<file path="src/srt_pkg.sv">
package srt_pkg;

  localparam int SPEED_WIDTH_DEF = 24;
  localparam int TICK_W          = 16;
  localparam int RATE_W          = 23;
  localparam int REM_W           = 25;
  localparam int MAG_W           = 24;
  localparam int CFG_IDX_W       = 2;
  localparam int CFG_DATA_W      = 23;

  localparam logic [TICK_W-1:0] TICK_RESET = 16'd1000;

  localparam logic [CFG_IDX_W-1:0] CFG_TICK_RATE = 2'd0;
  localparam logic [CFG_IDX_W-1:0] CFG_RATE_AWAY = 2'd1;
  localparam logic [CFG_IDX_W-1:0] CFG_RATE_TOWARD = 2'd2;

  localparam logic CMD_LOAD  = 1'b0;
  localparam logic CMD_TRACK = 1'b1;

  typedef struct packed {
    logic              start;
    logic [MAG_W-1:0]  dividend;
    logic [TICK_W-1:0] divisor;
  } div_req_t;

  typedef struct packed {
    logic              done;
    logic [MAG_W-1:0]  quot;
    logic [TICK_W-1:0] rem;
  } div_rsp_t;

endpackage

</file>
<file path="src/srt_div.sv">
module srt_div (
  input  logic             clk,
  input  logic             rst_n,
  input  srt_pkg::div_req_t req,
  output srt_pkg::div_rsp_t rsp
);

  localparam int QW = srt_pkg::MAG_W;
  localparam int DW = srt_pkg::TICK_W;
  localparam int CW = $clog2(QW + 1);

  logic          act_r;
  logic          done_r;
  logic [CW-1:0] cnt_r;
  logic [QW-1:0] quot_r;
  logic [DW-1:0] rem_r;
  logic [DW-1:0] dsr_r;

  logic [DW:0]   trial;
  logic          fits;
  logic [DW:0]   diff;

  // one quotient bit a cycle, restoring
  assign trial = {rem_r, quot_r[QW-1]};
  assign fits  = trial >= {1'b0, dsr_r};
  assign diff  = trial - {1'b0, dsr_r};

  always_ff @(posedge clk) begin
    if (!rst_n) begin
      act_r  <= 1'b0;
      done_r <= 1'b0;
      cnt_r  <= '0;
    end else begin
      done_r <= 1'b0;
      if (req.start) begin
        act_r  <= 1'b1;
        cnt_r  <= '0;
        quot_r <= req.dividend;
        rem_r  <= '0;
        dsr_r  <= req.divisor;
      end else if (act_r) begin
        quot_r <= {quot_r[QW-2:0], fits};
        rem_r  <= fits ? diff[DW-1:0] : trial[DW-1:0];
        if (cnt_r == CW'(QW - 1)) begin
          act_r  <= 1'b0;
          done_r <= 1'b1;
        end
        cnt_r <= cnt_r + 1'b1;
      end
    end
  end

  assign rsp.done = done_r;
  assign rsp.quot = quot_r;
  assign rsp.rem  = rem_r;

endmodule

</file>
<file path="src/speed_ramp_tracker_unit.sv">
// Speed ramp tracker: follows a goal speed under an acceleration limit.
//
// Input channel (in_valid/in_ready): in_command selects load (0), which sets
// the tracked speed to in_speed_value and clears the remainder, or track (1),
// which moves the tracked speed one control tick toward the goal
// in_speed_value. Every item gives one result item on out_valid/out_ready
// carrying the tracked speed after that item.
// Config channel (cfg_valid/cfg_ready, always ready): index 0 tick rate,
// 1 rate away from zero, 2 rate toward zero; other indexes are ignored.
// Write it only while the block is idle.
//
// A track item that moves the speed goes from idle to the divide state, where
// the 24-step serial divider (one quotient bit a cycle) runs, and then to the
// final state; load items and track items already at the goal go straight
// from idle to the final state.
// One item at a time: in_ready is low from accept until the result has been
// placed in the output register. A stalled receiver holds the result there and
// the next item waits in the final state until the register frees.
// Reset: tick rate 1000, both rates 0, speed and remainder 0, no result held.
module speed_ramp_tracker_unit #(
  parameter int SPEED_WIDTH = srt_pkg::SPEED_WIDTH_DEF
) (
  input  logic                                clk,
  input  logic                                rst_n,
  input  logic                                in_valid,
  output logic                                in_ready,
  input  logic                                in_command,
  input  logic signed [SPEED_WIDTH-1:0]       in_speed_value,
  output logic                                out_valid,
  input  logic                                out_ready,
  output logic signed [SPEED_WIDTH-1:0]       out_speed_out,
  input  logic                                cfg_valid,
  output logic                                cfg_ready,
  input  logic [srt_pkg::CFG_IDX_W-1:0]       cfg_index,
  input  logic [srt_pkg::CFG_DATA_W-1:0]      cfg_data
);

  localparam int SW = SPEED_WIDTH;
  localparam int RW = srt_pkg::REM_W;
  localparam int QW = srt_pkg::MAG_W;
  localparam int TW = srt_pkg::TICK_W;
  localparam int WW = ((SW > RW) ? SW : RW) + 2;

  typedef enum logic [1:0] {ST_IDLE, ST_DIV, ST_FIN} state_t;

  state_t                   state_r;
  logic [TW-1:0]            tick_r;
  logic [srt_pkg::RATE_W-1:0] rate_away_r;
  logic [srt_pkg::RATE_W-1:0] rate_toward_r;
  logic signed [SW-1:0]     speed_r;
  logic signed [RW-1:0]     rem_r;
  logic signed [SW-1:0]     goal_r;
  logic                     up_r;
  logic                     neg_r;
  logic                     out_valid_r;
  logic signed [SW-1:0]     out_speed_r;

  srt_pkg::div_req_t        div_req;
  srt_pkg::div_rsp_t        div_rsp;

  logic                     accept;
  logic                     up;
  logic                     moves;
  logic                     away;
  logic [srt_pkg::RATE_W-1:0] mag;
  logic signed [RW-1:0]     accel;
  logic signed [RW-1:0]     sum;
  logic signed [RW-1:0]     sum_abs;
  logic signed [WW-1:0]     q_ext;
  logic signed [WW-1:0]     speed_ext;
  logic signed [WW-1:0]     goal_ext;
  logic signed [WW-1:0]     new_speed;
  logic signed [RW-1:0]     r_ext;
  logic                     hit_goal;

  assign in_ready  = (state_r == ST_IDLE);
  assign cfg_ready = 1'b1;
  assign accept    = in_valid && in_ready;

  assign up    = in_speed_value > speed_r;
  assign moves = in_speed_value != speed_r;
  assign away  = up ? !speed_r[SW-1] : (speed_r[SW-1] || (speed_r == '0));
  assign mag   = away ? rate_away_r : rate_toward_r;
  assign accel = $signed({{(RW-srt_pkg::RATE_W){1'b0}}, mag});
  assign sum   = up ? rem_r + accel : rem_r - accel;
  assign sum_abs = sum[RW-1] ? -sum : sum;

  assign div_req.start    = accept && (in_command == srt_pkg::CMD_TRACK) && moves;
  assign div_req.dividend = sum_abs[QW-1:0];
  assign div_req.divisor  = (tick_r == '0) ? TW'(1) : tick_r;

  srt_div u_div (
    .clk   (clk),
    .rst_n (rst_n),
    .req   (div_req),
    .rsp   (div_rsp)
  );

  assign q_ext     = $signed({{(WW-QW){1'b0}}, div_rsp.quot});
  assign speed_ext = WW'(speed_r);
  assign goal_ext  = WW'(goal_r);
  assign new_speed = neg_r ? speed_ext - q_ext : speed_ext + q_ext;
  assign r_ext     = neg_r ? -$signed({{(RW-TW){1'b0}}, div_rsp.rem})
                           :  $signed({{(RW-TW){1'b0}}, div_rsp.rem});
  assign hit_goal  = up_r ? (new_speed >= goal_ext) : (new_speed <= goal_ext);

  always_ff @(posedge clk) begin
    if (!rst_n) begin
      state_r       <= ST_IDLE;
      tick_r        <= srt_pkg::TICK_RESET;
      rate_away_r   <= '0;
      rate_toward_r <= '0;
      speed_r       <= '0;
      rem_r         <= '0;
      out_valid_r   <= 1'b0;
    end else begin
      if (cfg_valid && cfg_ready) begin
        case (cfg_index)
          srt_pkg::CFG_TICK_RATE:   tick_r        <= cfg_data[TW-1:0];
          srt_pkg::CFG_RATE_AWAY:   rate_away_r   <= cfg_data;
          srt_pkg::CFG_RATE_TOWARD: rate_toward_r <= cfg_data;
          default: ;
        endcase
      end
      if (out_valid_r && out_ready && (state_r != ST_FIN)) begin
        out_valid_r <= 1'b0;
      end
      case (state_r)
        ST_IDLE: begin
          if (accept) begin
            if (in_command == srt_pkg::CMD_LOAD) begin
              speed_r <= in_speed_value;
              rem_r   <= '0;
              state_r <= ST_FIN;
            end else if (moves) begin
              goal_r  <= in_speed_value;
              up_r    <= up;
              neg_r   <= sum[RW-1];
              state_r <= ST_DIV;
            end else begin
              state_r <= ST_FIN;
            end
          end
        end
        ST_DIV: begin
          if (div_rsp.done) begin
            if (hit_goal) begin
              speed_r <= goal_r;
              rem_r   <= '0;
            end else begin
              speed_r <= new_speed[SW-1:0];
              rem_r   <= r_ext;
            end
            state_r <= ST_FIN;
          end
        end
        ST_FIN: begin
          if (!out_valid_r || out_ready) begin
            out_valid_r <= 1'b1;
            out_speed_r <= speed_r;
            state_r     <= ST_IDLE;
          end
        end
        default: state_r <= ST_IDLE;
      endcase
    end
  end

  assign out_valid     = out_valid_r;
  assign out_speed_out = out_speed_r;

  a_load_sets_speed: assert property (@(posedge clk) disable iff (!rst_n)
    (accept && in_command == srt_pkg::CMD_LOAD) |=>
      (speed_r == $past(in_speed_value) && rem_r == '0))
    else $error("load item did not set the tracked speed");

  a_div_done_in_div: assert property (@(posedge clk) disable iff (!rst_n)
    div_rsp.done |-> (state_r == ST_DIV))
    else $error("divider finished outside the divide state");

  a_result_from_fin: assert property (@(posedge clk) disable iff (!rst_n)
    $rose(out_valid_r) |-> ($past(state_r == ST_FIN) && state_r == ST_IDLE))
    else $error("result item raised outside the final state");

endmodule
</file>
<file path="config.mk">
export PLATFORM = sky130hd
export DESIGN_NAME = speed_ramp_tracker_unit
export DESIGN_NICKNAME = d
export VERILOG_FILES = /design/src/srt_pkg.sv /design/src/srt_div.sv /design/src/speed_ramp_tracker_unit.sv
export SDC_FILE = /design/constraint.sdc
export NUM_CORES = 1
export LEC_CHECK = 0
export ABC_AREA = 1
export ABC_CLOCK_PERIOD_IN_PS = 7300
export BUFFER_PORTS_ARGS = -buffer_cell sky130_fd_sc_hd__buf_2
export CAP_MARGIN = 40
export CORE_UTILIZATION = 63
export CTS_CLUSTER_DIAMETER = 30
export CTS_CLUSTER_SIZE = 10
export DETAILED_ROUTE_END_ITERATION = 16
export HOLD_SLACK_MARGIN = 0.15
export MAX_ROUTING_LAYER = met4
export PLACE_DENSITY = 0.85
export RECOVER_POWER = 50
export SLEW_MARGIN = 20
export SYNTH_ARGS = -nofsm -noshare
export SYNTH_HDL_FRONTEND = slang
export SYNTH_SLANG_ARGS = --single-unit
</file>
<file path="constraint.sdc">
create_clock -name clk -period 7.3 [get_ports clk]
set_input_delay 1.46 -clock clk [delete_from_list [all_inputs] [get_ports clk]]
set_output_delay 1.46 -clock clk [all_outputs]
set_load 0.005 [all_outputs]
</file>
==> impl_metrics.tcl, run 1 <==
set metrics [dict create \
    status "finished with violations" \
    failed_checks "max-capacitance violations, max-slew violations" \
    min_from "tick_r[5]" \
    drtPass1Iterations 6 \
    die_area_um2 25700 \
    netlist_area_um2 15790 \
    crit_arrival_ns 7.13 \
    required_ns 7.58 \
    grt_usage_pct 35.05 \
    overflow 0 \
    diodes 0 \
    maxSlewHeadroom_pct -139.3 \
    start_kind "primary input" \
    end_kind "flip-flop" \
    nNetsFinal 2370 \
    path_depth 36 \
    avgSynthCellArea_um2 7.451 \
    die_height_um 160.3 \
    cts_hold_buffers 0 \
    critical_path.max_fanout 13 \
    r2r_end "speed_r[23]" \
    finalSetupViolCount 0 \
    worst_pin_slew_ns 3.589 \
    synth.distinct_cells 56 \
    synth-edff-count 106 \
    fp.dieW_um 160.3 \
    fmaxAchievable_mhz 145.9 \
    fp.coreArea_um2 24460 \
    hold_viol_final 0 \
    synth_seq_cells 226 \
    clock-sinks 226 \
    antenna_found_initial 0 \
    synth-async-reset-ratio_pct 0 \
    grt_pass1_vias 14835 \
    vias_per_cell 5.806 \
    synthDominantAreaCellType "edfxtp_1" \
    utilization_pct 73.97 \
    crit_slowest_cell "nor4_1" \
    stdcell_area_um2 18090 \
    ant_nets 0 \
    cap_violations 2 \
    layout-drive-gt1-share_pct 9.727 \
    clk_pin_slew_ns 0.05 \
    cp-startpoint "in_speed_value[15]" \
    drt-total-wl_mm 43.25 \
    drv_slew 117 \
    r2r_setup_slack_ns 0.57 \
    post-route-period-util_pct 93.87 \
    synthTopCellsByArea "edfxtp_1, dfxtp_1, nand2_1" \
    synth_warnings 0 \
    hold_path_class "reg2reg" \
    vias 14834 \
    clk_latency_ns 0.55 \
    post-synth-top-count-cell "nand2_1" \
    rows 57 \
    reg2reg_depth 37 \
    ys.flop_type "dfxtp_1" \
    grt_max_degree 92 \
    initial_core_util_pct 64.54 \
    finClkSkew_ns 0.02716 \
    crit_buf_inv 3 \
    hpwl_mm 31.52 \
    synth_top_area_share_pct 20.16 \
    rsz0062_at_grt "no" \
    synth_fp_nets 2297 \
    max_stage_delay_ns 0.49 \
    gp_congestion 0.9410 \
    holdPathStages 0 \
    critPathTopFamily "simple AND/OR/NAND/NOR gates" \
    drcViolationCount 0 \
    crit_type "in2reg" \
    clockRootBuffer "clkbuf_16" \
    period_minus_slack_ns 6.852 \
    ir_drop_mv 0.2393 \
    r2r_start "u_div.quot_r[0]" \
    htreeDepth 2 \
    post_cts_buffers 0 \
    path_common_cell "nand2_1" \
    power_mw 6.145 \
    cts_tree "built" \
    placed_cell_area_um2 16410 \
    wl_per_cell_um 16.93 \
    power_density_nw_per_um2 339.6 \
    drt_iter0_drc 1214 \
    cts_inserted_buffers 47 \
    seq_area_frac_synth_pct 35.38 \
    io_pins 82 \
    grt_pass1_wl_mm 71.15 \
    portBuffers 80 \
    syn2layout_area_growth_pct 14.61 \
    p_leak_nw 8.384 \
    hold_end "u_div.dsr_r[5]" \
    yosys-top-cells-count "nand2_1, inv_1, nor2_1, a21oi_1, o21ai_0" \
    post_synth_inst_count 2119 \
    cts_buffer_depth 3 \
]
==> metrics by stage <==
step | std cells | worst slack, ns | TNS, ns | hold WS, ns
after floorplan | 2119 | 1.105 | 0 | 0.4246
after global placement | 2464 | 0.07081 | 0 | 0.4399
after detailed placement | 2466 | -0.01690 | -0.01734 | 0.4447
after CTS | 2554 | 0.2655 | 0 | 0.4586
after global routing | 2555 | 0.006611 | 0 | 0.4817
final | 2555 | 0.4478 | 0 | 0.4562
==> worst register-to-register path: cells and delay by family (launching register included) <==
family	cells	cell delay, ns
and+or+nand+nor	11	1.39
adders and majority gates	3	0.91
AOI/OAI and AO/OA	14	2.54
buffers and inverters	6	0.79
xor gates and xnor gates	3	0.50
DFF	1	0.45
==> layout by cell type, fill, tap and decap left out, types with 49 or more instances in the layout <==
master / count
o21ai_0: 136
inv_1: 247
edfxtp_1: 106
nand3_1: 100
dfxtp_1: 120
nand2_1: 446
ha_1: 120
nor2_1: 219
buf_2: 49
a21oi_1: 170
xor2_1: 90
==> how the worst max path moves through the flow <==
stage	end
2_1_floorplan	u_div.quot_r[17]
3_3_place_gp	u_div.quot_r[14]
3_5_place_dp	u_div.quot_r[14]
4_1_cts	rem_r[23]
5_1_grt	speed_r[22]
6_report	u_div.quot_r[23]
==> layout make-up <==
class                           instances  area, um2
Clock buffer                           52       1195
Multi-Input combinational cell       1561       8907
Inverter                              250      938.4
Tap cell                              324      405.4
Fill cell                            1862       6367
Timing Repair Buffer                  106      554.3
Sequential cell                       226       5585
Clock inverter                         36      509.2
==> flip-flops by register name (all words and copies together), names as in the netlist <==
name / flops
neg_r: 1
state_r: 2
u_div.done_r: 1
rem_r: 24
rate_away_r: 23
goal_r: 24
u_div.rem_r: 16
speed_r: 24
u_div.act_r: 1
out_speed_out: 24
rate_toward_r: 23
tick_r: 16
up_r: 1
u_div.quot_r: 24
u_div.cnt_r: 5
out_valid: 1
u_div.dsr_r: 16
==> cells by family after synthesis <==
logic type	share of synthesized area, %
compound gates	13.99
simple gates	25.47
xor+xnor	6.713
mux	0.06340
flops	35.38
buf+inv	8.472
other cells	0.02375
fa+ha+maj	9.891
==> power by group <==
| group | switching [mW] | total, mW | internal, mW |
|---|---|---|---|
| Combinational | 1.58 | 2.36 | 0.784 |
| Clock | 0.736 | 2.28 | 1.55 |
| Sequential | 0.0711 | 1.50 | 1.43 |
==> repair_timing <==
| action | 4_1_cts | 5_1_grt |
|---|---|---|
| gates resized for setup | 0 | 8 |
| setup endpoints to repair | 0 | 68 |
| endpoints found under the hold margin | 0 | 0 |
==> per-layer routing <==
| metal | track usage, % | routed length (um) | part of all wire [%] | vias to the layer above |
|---|---|---|---|---|
| met3 | 4.055 | 2370 | 5.5 | 144 |
| met2 | 63.02 | 22080 | 51 | 602 |
| met5 | - | 0 | 0 | - |
| li1 | - | - | - | 7248 |
| met4 | 16.36 | 1893 | 4.4 | 0 |
| met1 | 38.63 | 16900 | 39 | 6840 |
Note: power is estimated with default switching activity, not from simulation.
==> run 2, diff against run 1 <==
Settings changed: CTS_CLUSTER_DIAMETER 30 to not set, GPL_TIMING_DRIVEN set to 0.
==> run 2 against run 1 <==
  * The run still ends with max-capacitance violations, max-slew violations left
  * Cell count is 0.82% higher
  * Wire length increased by 3.3%
  * Worst hold slack improved by 0.0073 ns
  * Critical endpoint is now rem_r[22]
  * Largest power group unchanged
==> impl_metrics.tcl, run 2 (synthesis results as in run 1) <==
set metrics [dict create \
    ant_nets 0 \
    hpwl_mm 34.96 \
    crit_slowest_cell "clkbuf_1" \
    initial_core_util_pct 64.54 \
    clock-sinks 226 \
    path_common_cell "nand2_1" \
    placed_cell_area_um2 16680 \
    ir_drop_mv 0.2287 \
    grt_max_degree 25 \
    htreeDepth 1 \
    end_kind "flip-flop" \
    p_int_mw 2.979 \
    p_seq_share_pct 28.3 \
    stdcell_area_um2 17530 \
    hold_path_class "reg2reg" \
    antenna_found_initial 0 \
    whs_ns 0.4636 \
    failed_checks "max-capacitance violations, max-slew violations" \
    p_switching_mw 2.306 \
    cap_violations 1 \
    drtPass1Iterations 6 \
    power_density_nw_per_um2 301.5 \
    fp.coreArea_um2 24460 \
    cts_buffer_depth 3 \
    required_ns 7.69 \
    grt_pass1_wl_mm 71.30 \
    mostFrequentLayoutCells "nand2_1, inv_1, nor2_1" \
    finalSetupViolCount 0 \
    die_height_um 160.3 \
    finClkSkew_ns 0.01491 \
    overflow 0 \
    maxSlewHeadroom_pct -109.7 \
    max_stage_delay_ns 0.48 \
    drcViolationCount 0 \
    clk_latency_ns 0.56 \
    vias_per_cell 5.834 \
    wl_per_cell_um 17.33 \
    cts_tree "built" \
    drt_iter0_drc 1443 \
    crit_type "reg2reg" \
    vias 15028 \
    fp.dieW_um 160.3 \
    drv_slew 19 \
    power_frac_comb_pct 47.9 \
    cts_hold_buffers 0 \
    gp_congestion 0.9630 \
    p_leak_nw 8.051 \
    syn2layout_area_growth_pct 11.01 \
    clk_pin_slew_ns 0.06 \
    power_mw 5.285 \
    nNetsFinal 2412 \
    critical_path.max_fanout 10 \
    diodes 0 \
    final_common_cell "nand2_1" \
    swShare_pct 43.63 \
    post-route-period-util_pct 94.83 \
    drt-total-wl_mm 44.65 \
    cts_inserted_buffers 27 \
    rsz0062_at_grt "no" \
    clkPwrFrac_pct 23.7 \
    clockRootBuffer "clkbuf_16" \
    crit_arrival_ns 7.32 \
    portBuffers 79 \
    status "finished with violations" \
    period_minus_slack_ns 6.923 \
    io_pins 82 \
    crit_buf_inv 6 \
    worst_pin_slew_ns 3.112 \
    die_area_um2 25700 \
    rows 57 \
    grt_pass1_vias 14832 \
    grt_usage_pct 35.56 \
    hold_viol_final 0 \
    start_kind "flip-flop" \
    critPathTopFamily "compound AO/OA/AOI/OAI gates" \
    fmaxAchievable_mhz 144.5 \
    layout-drive-gt1-share_pct 7.815 \
    fin_tns_setup_ns 0 \
]
## run 2: changes by cell type in the layout (fill, tap and decap cells not counted), moves of 3 or more
cell / change
clkbuf_2: +3
clkinv_1: -5
clkbuf_16: -19
buf_4: -15
inv_6: -7
bufinv_16: -10
buf_6: +4
clkinv_2: -6
buf_2: +4
clkbuf_1: +72
clkinv_4: -3
## run 2: routing by layer
layer  global-route usage [%]  share of wire [%]
met4                    21.00                6.2
met3                    3.357                6.0
met2                    63.18                 50
met1                    38.65                 38
met5                        -                  0
## run 2: repair_timing
action	in CTS	in global routing
resized for setup	1	23
pin swaps	0	2
setup endpoints to repair	9	60
setup buffers	0	3
## run 2: final timing paths
kind | start | cells after the start | endpoint | slack (ns)
worst max-delay path | neg_r | 33 | rem_r[22] | 0.38
worst min-delay path | rate_toward_r[22] | 2 | rate_toward_r[22] | 0.46
worst max register to register | neg_r | 33 | rem_r[22] | 0.38
worst min register to register | rate_toward_r[22] | 2 | rate_toward_r[22] | 0.46
## run 2: power groups by stage
stage / registers (mW) / logic (mW) / clock network, mW
2_1_floorplan: 1.50 / 1.80 / 0
3_3_place_gp: 1.52 / 2.39 / 0
3_5_place_dp: 1.52 / 2.44 / 0
4_1_cts: 1.49 / 2.47 / 1.25
5_1_grt: 1.50 / 2.79 / 1.30
6_report: 1.50 / 2.53 / 1.25
## run 2: tightest hold or removal path, stage by stage, from the launching register on
cell and delay [ns]:
dfxtp_1 0.29, inv_1 0.06, a21oi_1 0.06
## run 2: metrics by stage
stage	setup WS, ns	utilization [%]	std cells
6_report	0.3773	71.64	2576
5_1_grt	0.001466	71.64	2576
4_1_cts	0.01928	71.52	2573
3_5_place_dp	-0.7224	68.20	2526
3_3_place_gp	-0.6015	67.81	2522
2_1_floorplan	1.105	-	2119
## run 2: area by class of cell
cell class / count / area, um2
multi-input cells: 1561 / 8931
fillers: 1996 / 6937
flip-flops and latches: 226 / 5585
inverters: 250 / 942.2
clock buffers: 45 / 784.5
repair buffers: 86 / 446.7
well taps: 324 / 405.4
plain buffers: 82 / 402.9
clock inverters: 2 / 27.53
